**src/rtl/date_add_days_unit_defines.svh**
```systemverilog
// ----------------------------------------------------------------------------
// date_add_days_unit_defines.svh
// Assertion macros for the date adder; empty under synthesis.
// ----------------------------------------------------------------------------
`ifndef DATE_ADD_DAYS_UNIT_DEFINES_SVH
`define DATE_ADD_DAYS_UNIT_DEFINES_SVH

`ifndef SYNTHESIS
// same-cycle implication
`define DAD_ASSERT_IMP(lbl, ante, cons, msg) \
	lbl: assert property (@(posedge clk) disable iff (!arst_n) (ante) |-> (cons)) \
		else $error(msg);
// next-cycle implication
`define DAD_ASSERT_NXT(lbl, ante, cons, msg) \
	lbl: assert property (@(posedge clk) disable iff (!arst_n) (ante) |=> (cons)) \
		else $error(msg);
`else
`define DAD_ASSERT_IMP(lbl, ante, cons, msg)
`define DAD_ASSERT_NXT(lbl, ante, cons, msg)
`endif

`endif

```
**src/rtl/dad_pkg.sv**
```systemverilog
// ----------------------------------------------------------------------------
// dad_pkg
// Widths, calendar constants, status codes and shared types of the date adder.
// ----------------------------------------------------------------------------
package dad_pkg;

	localparam int YEAR_W   = 14;
	localparam int MONTH_W  = 4;
	localparam int DAY_W    = 5;
	localparam int OFFSET_W = 17;
	localparam int STATUS_W = 2;
	localparam int DACC_W   = 18;

	localparam logic [YEAR_W-1:0]  YEAR_MAX = 14'd9999;
	localparam logic [MONTH_W-1:0] M_JAN    = 4'd1;
	localparam logic [MONTH_W-1:0] M_FEB    = 4'd2;
	localparam logic [MONTH_W-1:0] M_DEC    = 4'd12;
	localparam logic [DAY_W-1:0]   FEB_LEAP_DAYS = 5'd29;

	localparam logic [DAY_W-1:0] MONTH_DAYS [13] = '{
		5'd0, 5'd31, 5'd28, 5'd31, 5'd30, 5'd31, 5'd30,
		5'd31, 5'd31, 5'd30, 5'd31, 5'd30, 5'd31
	};

	// year / 100 as (year * RECIP_100) >> RECIP_SHIFT, exact for 14-bit years
	localparam int RECIP_W     = 13;
	localparam int RECIP_SHIFT = 19;
	localparam int CENT_W      = 8;
	localparam int REM_W       = 7;
	localparam logic [RECIP_W-1:0] RECIP_100 = 13'd5243;
	localparam logic [REM_W-1:0]   REM_LAST  = 7'd99;

	localparam logic [STATUS_W-1:0] ST_OK       = 2'd0;
	localparam logic [STATUS_W-1:0] ST_BAD_DATE = 2'd1;
	localparam logic [STATUS_W-1:0] ST_RANGE    = 2'd2;

	typedef struct packed {
		logic load;
		logic div;
		logic mod;
		logic inc;
		logic dec;
	} yr_cmd_t;

	typedef struct packed {
		logic               done;
		logic               range_err;
		logic               yr_inc;
		logic               yr_dec;
		logic [MONTH_W-1:0] month_next;
		logic [DACC_W-1:0]  day_next;
	} step_t;

	function automatic logic [DAY_W-1:0] month_len(input logic [MONTH_W-1:0] m,
		input logic leap);
		logic [DAY_W-1:0] len;
		if (m == '0 || m > M_DEC) begin
			len = '0;
		end else if (m == M_FEB && leap) begin
			len = FEB_LEAP_DAYS;
		end else begin
			len = MONTH_DAYS[m];
		end
		return len;
	endfunction

endpackage

```
**src/rtl/dad_req_if.sv**
```systemverilog
// ----------------------------------------------------------------------------
// dad_req_if
// Request channel: start date and day offset with valid/ready.
// ----------------------------------------------------------------------------
interface dad_req_if;
	import dad_pkg::*;

	logic                       valid;
	logic                       ready;
	logic [YEAR_W-1:0]          year_in;
	logic [MONTH_W-1:0]         month_in;
	logic [DAY_W-1:0]           day_in;
	logic signed [OFFSET_W-1:0] offset_days;

	modport source (output valid, output year_in, output month_in, output day_in,
		output offset_days, input ready);
	modport sink (input valid, input year_in, input month_in, input day_in,
		input offset_days, output ready);
endinterface

```
**src/rtl/dad_rsp_if.sv**
```systemverilog
// ----------------------------------------------------------------------------
// dad_rsp_if
// Response channel: resulting date and status with valid/ready.
// ----------------------------------------------------------------------------
interface dad_rsp_if;
	import dad_pkg::*;

	logic                valid;
	logic                ready;
	logic [YEAR_W-1:0]   year_out;
	logic [MONTH_W-1:0]  month_out;
	logic [DAY_W-1:0]    day_out;
	logic [STATUS_W-1:0] status;

	modport source (output valid, output year_out, output month_out, output day_out,
		output status, input ready);
	modport sink (input valid, input year_out, input month_out, input day_out,
		input status, output ready);
endinterface

```
**src/rtl/dad_year_tracker.sv**
```systemverilog
// ----------------------------------------------------------------------------
// dad_year_tracker
// Working year with its residue mod 100 and century count mod 4; gives the
// leap flag each cycle without a divider.
// ----------------------------------------------------------------------------
module dad_year_tracker (
	input  logic                        clk,
	input  dad_pkg::yr_cmd_t            cmd,
	input  logic [dad_pkg::YEAR_W-1:0]  year_load,
	output logic [dad_pkg::YEAR_W-1:0]  year,
	output logic                        leap
);
	import dad_pkg::*;

	logic [YEAR_W-1:0]         year_q;
	logic [CENT_W-1:0]         cent_q;
	logic [REM_W-1:0]          rem_q;
	logic [1:0]                c4_q;
	logic [YEAR_W+RECIP_W-1:0] prod;
	logic [YEAR_W:0]           times100;
	logic [YEAR_W:0]           rem_full;

	assign prod     = (YEAR_W + RECIP_W)'(year_q) * (YEAR_W + RECIP_W)'(RECIP_100);
	assign times100 = (YEAR_W + 1)'({cent_q, 6'b0}) + (YEAR_W + 1)'({cent_q, 5'b0})
		+ (YEAR_W + 1)'({cent_q, 2'b0});
	assign rem_full = (YEAR_W + 1)'(year_q) - times100;

	always_ff @(posedge clk) begin
		if (cmd.load) begin
			year_q <= year_load;
		end else if (cmd.div) begin
			cent_q <= prod[RECIP_SHIFT +: CENT_W];
		end else if (cmd.mod) begin
			rem_q <= rem_full[REM_W-1:0];
			c4_q  <= cent_q[1:0];
		end else if (cmd.inc) begin
			year_q <= year_q + YEAR_W'(1);
			if (rem_q == REM_LAST) begin
				rem_q <= '0;
				c4_q  <= c4_q + 2'd1;
			end else begin
				rem_q <= rem_q + REM_W'(1);
			end
		end else if (cmd.dec) begin
			year_q <= year_q - YEAR_W'(1);
			if (rem_q == '0) begin
				rem_q <= REM_LAST;
				c4_q  <= c4_q - 2'd1;
			end else begin
				rem_q <= rem_q - REM_W'(1);
			end
		end
	end

	assign year = year_q;
	assign leap = (year_q[1:0] == 2'd0 && rem_q != '0) || (rem_q == '0 && c4_q == 2'd0);

endmodule

```
**src/rtl/dad_step_unit.sv**
```systemverilog
// ----------------------------------------------------------------------------
// dad_step_unit
// One month of carry or borrow: a single adder moves the day count by the
// length of the current or the previous month.
// ----------------------------------------------------------------------------
module dad_step_unit (
	input  logic signed [dad_pkg::DACC_W-1:0] day,
	input  logic [dad_pkg::MONTH_W-1:0]       month,
	input  logic                              leap,
	input  logic                              year_max,
	input  logic                              year_min,
	output dad_pkg::step_t                    step
);
	import dad_pkg::*;

	logic [DAY_W-1:0]   len_cur;
	logic [DAY_W-1:0]   len_prev;
	logic [MONTH_W-1:0] month_prev;
	logic [DACC_W-1:0]  len_cur_ext;
	logic [DACC_W-1:0]  operand;
	logic               fwd;
	logic               bwd;

	assign month_prev  = (month == M_JAN) ? M_DEC : month - MONTH_W'(1);
	assign len_cur     = month_len(month, leap);
	assign len_prev    = month_len(month_prev, leap);
	assign len_cur_ext = DACC_W'(len_cur);

	assign fwd = day > $signed(len_cur_ext);
	assign bwd = day[DACC_W-1] || (day == '0);

	assign operand = fwd ? ~len_cur_ext : DACC_W'(len_prev);

	always_comb begin
		step.day_next   = DACC_W'($unsigned(day) + operand + DACC_W'(fwd));
		step.month_next = fwd ? ((month == M_DEC) ? M_JAN : month + MONTH_W'(1)) : month_prev;
		step.yr_inc     = fwd && (month == M_DEC);
		step.yr_dec     = !fwd && bwd && (month == M_JAN);
		step.range_err  = (step.yr_inc && year_max) || (step.yr_dec && year_min);
		step.done       = !fwd && !bwd;
	end

endmodule

```
**src/rtl/date_add_days_unit.sv**
```systemverilog
// ----------------------------------------------------------------------------
// date_add_days_unit
// Adds a signed day offset to a Gregorian date, one month per cycle.
// ----------------------------------------------------------------------------
// One transaction at a time: after a request is taken, the setup states
// S_DIV, S_MOD and S_CHECK derive the leap state of the year and validate
// the date, then the day count is carried or borrowed one month per cycle
// through a single adder. The result waits in an output register; a new
// request is taken once the result has been handed to it. Status is 0
// for a good result, 1 for an invalid start date and 2 for a result year
// outside 0..9999; in both error cases the start date is returned as given.
`include "date_add_days_unit_defines.svh"

module date_add_days_unit (
	input  logic       clk,
	input  logic       arst_n,
	dad_req_if.sink    req,
	dad_rsp_if.source  rsp
);
	import dad_pkg::*;

	localparam logic [2:0] S_IDLE   = 3'd0;
	localparam logic [2:0] S_DIV    = 3'd1;
	localparam logic [2:0] S_MOD    = 3'd2;
	localparam logic [2:0] S_CHECK  = 3'd3;
	localparam logic [2:0] S_RUN    = 3'd4;
	localparam logic [2:0] S_FINISH = 3'd5;

	logic [2:0]                state_q;
	logic                      out_vld_q;
	logic [YEAR_W-1:0]         yi_q;
	logic [MONTH_W-1:0]        mi_q;
	logic [DAY_W-1:0]          di_q;
	logic [MONTH_W-1:0]        m_q;
	logic signed [DACC_W-1:0]  d_q;
	logic [STATUS_W-1:0]       status_q;
	logic [YEAR_W-1:0]         out_year_q;
	logic [MONTH_W-1:0]        out_month_q;
	logic [DAY_W-1:0]          out_day_q;
	logic [STATUS_W-1:0]       out_status_q;

	yr_cmd_t           yr_cmd;
	logic [YEAR_W-1:0] yr_year;
	logic              yr_leap;
	step_t             step;
	logic              accept;
	logic              bad_date;
	logic              res_ok;
	logic              out_load;

	assign accept    = req.valid && req.ready;
	assign req.ready = (state_q == S_IDLE);
	assign out_load  = (state_q == S_FINISH) && (!out_vld_q || rsp.ready);
	assign res_ok    = (status_q == ST_OK);

	always_comb begin
		yr_cmd.load = accept;
		yr_cmd.div  = (state_q == S_DIV);
		yr_cmd.mod  = (state_q == S_MOD);
		yr_cmd.inc  = (state_q == S_RUN) && step.yr_inc && !step.range_err;
		yr_cmd.dec  = (state_q == S_RUN) && step.yr_dec && !step.range_err;
	end

	assign bad_date = (yi_q > YEAR_MAX) || (mi_q == '0) || (mi_q > M_DEC) || (di_q == '0)
		|| (di_q > month_len(mi_q, yr_leap));

	dad_year_tracker u_year (
		.clk       (clk),
		.cmd       (yr_cmd),
		.year_load (req.year_in),
		.year      (yr_year),
		.leap      (yr_leap)
	);

	dad_step_unit u_step (
		.day      (d_q),
		.month    (m_q),
		.leap     (yr_leap),
		.year_max (yr_year == YEAR_MAX),
		.year_min (yr_year == '0),
		.step     (step)
	);

	always_ff @(posedge clk or negedge arst_n) begin
		if (!arst_n) begin
			state_q   <= S_IDLE;
			out_vld_q <= 1'b0;
		end else begin
			unique case (state_q)
				S_IDLE: begin
					if (accept) state_q <= S_DIV;
				end
				S_DIV:   state_q <= S_MOD;
				S_MOD:   state_q <= S_CHECK;
				S_CHECK: state_q <= bad_date ? S_FINISH : S_RUN;
				S_RUN: begin
					if (step.range_err || step.done) state_q <= S_FINISH;
				end
				S_FINISH: begin
					if (out_load) state_q <= S_IDLE;
				end
				default: state_q <= S_IDLE;
			endcase
			priority if (out_load) begin
				out_vld_q <= 1'b1;
			end else if (rsp.ready) begin
				out_vld_q <= 1'b0;
			end else begin
				out_vld_q <= out_vld_q;
			end
		end
	end

	always_ff @(posedge clk) begin
		if (accept) begin
			yi_q <= req.year_in;
			mi_q <= req.month_in;
			di_q <= req.day_in;
			m_q  <= req.month_in;
			d_q  <= $signed({{(DACC_W-DAY_W){1'b0}}, req.day_in})
				+ $signed({{(DACC_W-OFFSET_W){req.offset_days[OFFSET_W-1]}}, req.offset_days});
		end
		if (state_q == S_CHECK) begin
			status_q <= bad_date ? ST_BAD_DATE : ST_OK;
		end
		if (state_q == S_RUN) begin
			if (step.range_err) begin
				status_q <= ST_RANGE;
			end else if (!step.done) begin
				d_q <= $signed(step.day_next);
				m_q <= step.month_next;
			end
		end
		if (out_load) begin
			out_year_q   <= res_ok ? yr_year : yi_q;
			out_month_q  <= res_ok ? m_q : mi_q;
			out_day_q    <= res_ok ? d_q[DAY_W-1:0] : di_q;
			out_status_q <= status_q;
		end
	end

	assign rsp.valid     = out_vld_q;
	assign rsp.year_out  = out_year_q;
	assign rsp.month_out = out_month_q;
	assign rsp.day_out   = out_day_q;
	assign rsp.status    = out_status_q;

	`DAD_ASSERT_NXT(a_busy_after_accept, accept, !req.ready, "ready after accepted transaction")
	`DAD_ASSERT_IMP(a_run_month_valid, state_q == S_RUN, m_q != '0 && m_q <= M_DEC,
		"working month out of range")
	`DAD_ASSERT_IMP(a_ok_day_valid, rsp.valid && rsp.status == ST_OK,
		rsp.day_out != '0 && rsp.month_out != '0 && rsp.month_out <= M_DEC,
		"good result with invalid date")
	`DAD_ASSERT_NXT(a_finish_holds, state_q == S_FINISH && out_vld_q && !rsp.ready,
		state_q == S_FINISH, "result dropped while output stalled")

endmodule
```
**src/flat_wrapper.sv**
```systemverilog
// flat-port wrapper written by rule: the top's interface ports become plain ports
module date_add_days_unit_flat import dad_pkg::*;
  (clk, arst_n, req_valid, req_year_in, req_month_in, req_day_in, req_offset_days, req_ready, rsp_valid, rsp_year_out, rsp_month_out, rsp_day_out, rsp_status, rsp_ready);
  dad_req_if req_i ();
  dad_rsp_if rsp_i ();
  input  logic clk;
  input  logic arst_n;
  input wire logic [$bits(req_i.valid)-1:0] req_valid;
  input wire logic [$bits(req_i.year_in)-1:0] req_year_in;
  input wire logic [$bits(req_i.month_in)-1:0] req_month_in;
  input wire logic [$bits(req_i.day_in)-1:0] req_day_in;
  input wire logic [$bits(req_i.offset_days)-1:0] req_offset_days;
  output wire logic [$bits(req_i.ready)-1:0] req_ready;
  output wire logic [$bits(rsp_i.valid)-1:0] rsp_valid;
  output wire logic [$bits(rsp_i.year_out)-1:0] rsp_year_out;
  output wire logic [$bits(rsp_i.month_out)-1:0] rsp_month_out;
  output wire logic [$bits(rsp_i.day_out)-1:0] rsp_day_out;
  output wire logic [$bits(rsp_i.status)-1:0] rsp_status;
  input wire logic [$bits(rsp_i.ready)-1:0] rsp_ready;
  assign req_i.valid = req_valid;
  assign req_i.year_in = req_year_in;
  assign req_i.month_in = req_month_in;
  assign req_i.day_in = req_day_in;
  assign req_i.offset_days = req_offset_days;
  assign req_ready = req_i.ready;
  assign rsp_valid = rsp_i.valid;
  assign rsp_year_out = rsp_i.year_out;
  assign rsp_month_out = rsp_i.month_out;
  assign rsp_day_out = rsp_i.day_out;
  assign rsp_status = rsp_i.status;
  assign rsp_i.ready = rsp_ready;
  date_add_days_unit u_core (.clk(clk), .arst_n(arst_n), .req(req_i), .rsp(rsp_i));
endmodule
```
**config.mk**
```make
export PLATFORM = sky130hd
export DESIGN_NAME = date_add_days_unit_flat
export DESIGN_NICKNAME = d
export VERILOG_FILES = /design/src/rtl/dad_pkg.sv /design/src/rtl/dad_req_if.sv /design/src/rtl/dad_rsp_if.sv /design/src/rtl/dad_year_tracker.sv /design/src/rtl/dad_step_unit.sv /design/src/rtl/date_add_days_unit.sv /design/src/flat_wrapper.sv
export VERILOG_INCLUDE_DIRS = /design/src /design/src/rtl
export SDC_FILE = /design/constraint.sdc
export NUM_CORES = 1
export LEC_CHECK = 0
export ABC_AREA = 0
export BUFFER_PORTS_ARGS = -buffer_cell sky130_fd_sc_hd__buf_2
export CORE_ASPECT_RATIO = 1.2
export CORE_MARGIN = 1
export CORE_UTILIZATION = 51
export DETAILED_ROUTE_END_ITERATION = 7
export MAX_ROUTING_LAYER = met4
export PLACE_DENSITY = 0.69
export SYNTH_ARGS = -nofsm -noshare
export SYNTH_HDL_FRONTEND = slang
export SYNTH_SLANG_ARGS = --single-unit
```
**constraint.sdc**
```tcl
create_clock -name clk -period 6.3 [get_ports clk]
set_input_delay 1.89 -clock clk [delete_from_list [all_inputs] [get_ports clk]]
set_output_delay 1.89 -clock clk [all_outputs]
set_load 0.005 [all_outputs]
```
* Yosys cells after proc, flatten, opt, wreduce, memory -nomap -nowiden
Memory sizes are Yosys's and may differ from the RTL's. Index checks and enable logic that the tools add are counted.
Storage, ports and cells: input bits 44, bits in read-only memories 240, output and inout bits 27, register bits 104, logic and storage cells 174, memories 3
Operators by class: equal/unequal tests 18, reductions and logical operators 54, order comparisons 9, bitwise gates (word level) 6, multiplexer cells 53, multiply operators 1, add/subtract/negate cells 14
Memory list:
- (name not given) | depth 16, width 5, rd ports 1, clocked after Yosys merged registers in 0, write ports 0, RTL line dad_pkg.sv:62 | len = MONTH_DAYS[m];
- (name not given) | depth 16, width 5, rd ports 1, clocked after Yosys merged registers in 0, write ports 0, RTL line dad_pkg.sv:62
- (name not given) | depth 16, width 5, rd ports 1, clocked after Yosys merged registers in 0, write ports 0, RTL line dad_pkg.sv:62
Operator list (count):
- two-way mux 18 bit | 5
- two-way mux 14 bit | 6
- two-way mux 5 bit | 13
- two-way mux 7 bit | 5
- two-way mux 4 bit | 8
- multiplier 14 x 13 -> 24 bit, second input constant | 1
- adder 18 x 1 -> 18 bit | 1
- adder 18 bit | 1
- adder 6 x 17 -> 18 bit | 1
- greater-than comparator 18 x 6 -> 1 bit | 1
- zero test 18 bit | 1
- NOT 5 -> 18 bit | 1
- one-hot mux 3 bit (6 select lines) | 1
- logical AND 1 bit | 17
- two-way mux 2 bit | 8
- greater-or-equal comparator 5 bit, second input constant | 3
- NOT 4 -> 5 bit | 3
- adder 14 x 1 -> 14 bit, second input constant | 1
- adder 7 bit | 2
- == test 14 bit, second input constant | 1
- greater-than comparator 14 bit, second input constant | 1
- zero test 14 bit | 1
- subtractor 14 x 1 -> 14 bit, second input constant | 1
- == test 4 x 2 -> 1 bit, second input constant | 3
- 34 further kinds | 69

* Longest topological paths before layout
word-level depth 19, depth in mapped cells 28, depth with buffers taken out 26

* Hierarchy
Synthesis repeated with hierarchy kept, for this count alone.
Second synthesis, totals: cell total of the unflattened synthesis 1090, area, all modules 10526.3 um^2
By module, submodules not included:
- dad_year_tracker | area an instance 5336.4 um^2, times used 1, cells each 550, seq. area each 840.8 um^2
- date_add_days_unit | area an instance 3631.0 um^2, times used 1, cells each 324, seq. area each 2021.9 um^2
- dad_step_unit | area an instance 1559.0 um^2, times used 1, cells each 216, seq. area each 0.0 um^2

* Least setup slack after synthesis
Ideal clock, no wire load.
kind reg2reg, from register u_core.u_year.rem_q[2], to register u_core.d_q[16], slack 0.297 ns, stages on the path, launching flop included 27, data arrival time 5.941 ns, setup time 0.062 ns, path buffers 3, period minus slack after synthesis 6.003 ns, data required time 6.238 ns, cells stage by stage edfxtp_1 clkbuf_1 nor4_1 nand3b_1 mux2_2 a31oi_1 o221a_2 ha_1 a211o_1 a31oi_1 a211o_2 and2_1 buf_2 buf_2 o211ai_1 a21boi_0 ha_1 a21oi_1 fa_1 nor2b_1 o31a_1 nor2_1 a221oi_1 o211ai_1 a2111o_1 a311o_1 nand3_1
Between the ends: word-level cells in the longest chain between the ends 14
Ends and longest elaborated chain:
- from (decl) | RTL line dad_year_tracker.sv:17 | logic [REM_W-1:0] rem_q;
- from (signal assigned) | RTL line dad_year_tracker.sv:34 | rem_q <= rem_full[REM_W-1:0];
- from (signal assigned) | RTL line dad_year_tracker.sv:42 | rem_q <= rem_q + REM_W'(1);
- from (signal assigned) | RTL line dad_year_tracker.sv:50 | rem_q <= rem_q - REM_W'(1);
- nonzero test 7 bit or zero test 7 bit (tied branches) | RTL line dad_year_tracker.sv:56 | assign leap = (year_q[1:0] == 2'd0 && rem_q != '0) || (rem_q == '0 && c4_q == 2'd0);
- logical AND 1 bit | RTL line dad_year_tracker.sv:56
- logical OR 1 bit (*) | RTL line dad_year_tracker.sv:56
- branches (longest 9 deep; another with greater-than comparator 18 x 6 -> 1 bit)
- two-way mux 18 bit (*) | RTL line date_add_days_unit.sv:127 | if (step.range_err) begin
- two-way mux 18 bit (*) | RTL line date_add_days_unit.sv:126 | if (state_q == S_RUN) begin
- to (signal assigned) | RTL line date_add_days_unit.sv:120 | d_q <= $signed({{(DACC_W-DAY_W){1'b0}}, req.day_in})
- to (signal assigned) | RTL line date_add_days_unit.sv:130 | d_q <= $signed(step.day_next);
- to (decl) | RTL line date_add_days_unit.sv:35 | logic signed [DACC_W-1:0] d_q;
Every way passes the cells marked *. A chain may end at the register's enable or synchronous reset.

* Final worst setup path
Same ends and word-level chain as after synthesis.

==> impl_results.md <==
* Vias/cell at 5.80
* Final-report setup violation count at 0
* Setup CP Type: reg -> reg
* Gr ovfl total at 0
* Synthesized area per cell at roughly 9.5 sq um
* CP required at 6.60 ns
* Vias at between 8,000 and 9,000
* Layout cells sized above 1 at 13.2%
* Worst vdd ir at about 0.15 mV
* Non-Filler Instances at 1,435
* Pwr dens at 122 nW/um^2
* Post-route minimum period at 5.92 ns
* FF+latch count, synth at around 100
* Starting Density at between 50% and 60%
* Net Count, Synth at 1,358
* Dpl hpwl at 20,100 um
* Drt initial violations at about 430
* CTS tree: built
* Status: finished, final reports clean
* Critical Path Slowest Stage Cell: edfxtp_1
* Die Y at 159 um
* Clk_lat worst skew at 0.36 ns
* Post-route ant nets at 0
* Post-route cell area at 11,600 sq um
* Switching power at 0.307 mW
* Synth-to-Final Area Change at 10.2%
* # port buffers at 70
* Switching share of power at 21.8%
* Clk sinks at 104
* DP Area at 11,200 sq um
* Vias in the first global route at 8,484
* Placed Cells at around 1,400
* Num CTS Buffers at 9
* Pin count of the biggest net entering global routing at 38
* Wire length per cell at between 15 and 20 um
* Die area at roughly 21,000 sq um
* Root buf cell: clkbuf_16
* First-pass GRT wire length at 41,200 um
* Deepest level of the CTS H-tree at 3
* Antenna Diode Count at 0
* DRC at 0
* Fin nets at between 1,000 and 1,500
* Hold Path Class: reg -> reg
* IO Pins at 71
* Startpoint types: flip-flop
* Max Cap Viol at 0
* Gpl congestion at 0.980
* Logic pwr share at 3.0%
* Area of the core at 20,200 sq um
* Clock transition at path regs at roughly 0.080 ns
* Fmax at 0.169 GHz
* FILL cells at 1,792
* Static Leakage at approximately 5.2 nW
* Internal power at 1.10 mW
* Drt pass-1 iters at 5
* Clock power frac at 45.5%
* Worst-Margin Slew at 0.920 ns
* Max Clock Skew at approximately 0.012 ns
* Synth unique cells at 75
* Synth async-reset ratio at around 3.8%
* Worst setup margin at 0.376 ns
* Top delay family on crit path: compound AO/OA/AOI/OAI gates
* Crit path largest cell delay at 0.45 ns
* Slew headroom at 38.5%
* Max Slew Vio Count at 0
* Row Count at 57
* Die Wd at between 100 and 150 um
* Buf/Inv on CP at 0
* Worst Setup End Kind: flip-flop
* Number of enable flip-flop cells after synthesis at 76
* R2R setup slack at 0.38 ns
* Global Route Usage Sum at 25.5%
* Post-layout util at ~57%
* Sequential cell area fraction in the yosys report at 27.3%
* Initial antenna violation count at 0
* Yosys Warn Count at 0
* Predominant post-synthesis flop cell: edfxtp_1
* Final worst-path cycle share at a little over nine tenths
* CP arrival at between 6 and 7 ns
* Cell count after synthesis at 1,099
* Sequential fraction of design power at 51.5%
* Final wirelength at 25,400 um
* CTS Buffer Depth at 2
* Final hold violation count at 0
* Critical path fanouts, max at 5
* Crit path cell chain: nor4_4, nand3b_1, mux2_2, a31oi_1, o221a_2, ha_1, and4b_1, and3_1, a211o_2, and2_4, o211ai_1, a21boi_0, ha_1, a21oi_1, fa_1, nor2b_1, o31a_1, nor2_1, a221oi_2, o211ai_1, a2111o_1, a311o_1, nand3_1
* Dpl ws at roughly 0.11 ns
* Netlist area before placement at between 10,000 and 15,000 sq um
## repair_timing
| item | 4_1_cts | 5_1_grt |
|---|---|---|
| hold buffers | 0 | 0 |
| gates resized for setup | 0 | 5 |
| setup buffers | 0 | 4 |
| endpoints found under the setup margin | 0 | 7 |
## cells in the mapped netlist, types with 5 or more instances
cell | instances | area, sq um
a211o_1 | 6 | 52.6
a211oi_1 | 13 | 97.6
a21boi_0 | 5 | 37.5
a21o_1 | 10 | 75.1
a21oi_1 | 66 | 330
a31oi_1 | 14 | 87.6
and2_1 | 5 | 31.3
and3_1 | 9 | 56.3
buf_2 | 12 | 60.1
clkbuf_1 | 23 | 86.3
dfxtp_1 | 24 | 480
edfxtp_1 | 76 | 2280
fa_1 | 65 | 1300
ha_1 | 150 | 1880
inv_1 | 140 | 526
mux2_2 | 26 | 293
mux2i_1 | 6 | 60.1
nand2_1 | 74 | 278
nand2b_1 | 8 | 50.1
nand3_1 | 31 | 155
nand4_1 | 5 | 31.3
nor2_1 | 66 | 248
nor2b_1 | 10 | 62.6
nor3_1 | 18 | 90.1
nor4_1 | 11 | 68.8
o211ai_1 | 14 | 105
o21a_1 | 10 | 75.1
o21ai_0 | 50 | 250
o22ai_1 | 9 | 56.3
o31ai_1 | 6 | 45.0
or4_1 | 5 | 37.5
xnor2_1 | 30 | 263
xor2_1 | 20 | 175
## registers in the layout (all words and copies together) (netlist names), 5 cells and up
register and cells:
u_core.u_year.rem_q 7, u_core.yi_q 14, u_core.d_q 18, u_core.di_q 5, u_core.rsp.day_out 5, u_core.rsp.year_out 14, u_core.u_year.cent_q 5, u_core.u_year.year 14
## final cells by class
class                           instances  area [sq um]  share of cell area, %
Multi-Input combinational cell        814          6970                   60.3
Sequential cell                       104          2860                   24.8
Inverter                              143           537                   4.64
Timing Repair Buffer                   93           523                   4.52
Tap cell                              265           332                   2.87
Clock buffer                            9           225                   1.95
Clock inverter                          7           111                  0.963
## cell usage in the layout (no fill, tap or decap), types with 8 or more instances in the layout
master and count:
xnor2_1 30, nor2b_1 10, clkbuf_16 9, nand2b_1 8, ha_1 150, mux2_2 26, a211oi_1 13, o22ai_1 9
a21oi_1 66, buf_2 70, nor4_1 10, nor2_1 64, buf_4 23, nor3_1 18, a21o_1 10, inv_1 140
dfxtp_1 24, o21ai_0 50, fa_1 65, o21a_1 10, and3_1 9, nand2_1 74, nand3_1 31, o211ai_1 14
xor2_1 20, a31oi_1 13, edfxtp_1 76
## through the flow
| stage | setup TNS, ns | hold slack, ns | power (mW) |
|---|---|---|---|
| 3_5_place_dp | 0 | 0.478 | 0.785 |
| 6_report | 0 | 0.490 | 1.41 |
| 2_1_floorplan | 0 | 0.443 | 0.760 |
| 5_1_grt | -0.00439 | 0.525 | 1.45 |
| 4_1_cts | 0 | 0.492 | 1.42 |
| 3_3_place_gp | 0 | 0.476 | 0.784 |
## layer usage
metal  wire length [um]  up-vias  global-route usage, %  share of wire, %
met5                  0        -                      -                 0
met4                629        0                   8.93               2.5
met3                766       46                   2.52               3.0
met2              13500      199                   46.0                53
met1              10600     4034                   29.3                42
li1                   -     4039                      -                 -
## power by group through the flow
stage | Combinational, mW | Sequential (mW) | Clock (mW)
6_report | 0.0423 | 0.726 | 0.642
3_5_place_dp | 0.0425 | 0.742 | 0
4_1_cts | 0.0426 | 0.726 | 0.648
2_1_floorplan | 0.0182 | 0.742 | 0
5_1_grt | 0.0475 | 0.726 | 0.671
3_3_place_gp | 0.0415 | 0.742 | 0
## final timing paths
check / depth (start not counted) / to / start
min in group asynchronous: 1 / u_core.state_q[2] / arst_n
worst max-delay path: 23 / u_core.d_q[16] / u_core.u_year.rem_q[2]
max in group asynchronous: 1 / u_core.state_q[1] / arst_n
worst min-delay path: 2 / u_core.status_q[1] / u_core.status_q[1]
worst min register to register: 2 / u_core.status_q[1] / u_core.status_q[1]
worst max register to register: 23 / u_core.d_q[16] / u_core.u_year.rem_q[2]
## worst register-to-register path, stage by stage (launching register included)
cell and delay (ns):
edfxtp_1 0.45, nor4_4 0.35, nand3b_1 0.17, mux2_2 0.36, a31oi_1 0.23, o221a_2 0.28, ha_1 0.28, and4b_1 0.22
and3_1 0.21, a211o_2 0.35, and2_4 0.17, o211ai_1 0.07, a21boi_0 0.22, ha_1 0.22, a21oi_1 0.08, fa_1 0.42
nor2b_1 0.16, o31a_1 0.22, nor2_1 0.10, a221oi_2 0.26, o211ai_1 0.20, a2111o_1 0.42, a311o_1 0.36, nand3_1 0.08
## logic make-up (layout without fill, tap and decap cells)
logic type               count (synthesis)  count (layout)  synth area share, %
multiplexers                            32              32                 3.36
AO/OA/AOI/OAI                          250             250                 15.8
AND/OR/NAND/NOR                        267             267                 12.4
buffers and inverters                  181             252                 6.69
flip-flops                             104             104                 27.3
XOR/XNOR                                50              50                 4.17
adder cells (fa/ha/maj)                215             215                 30.3
Note: power is estimated with default switching activity, not from simulation.
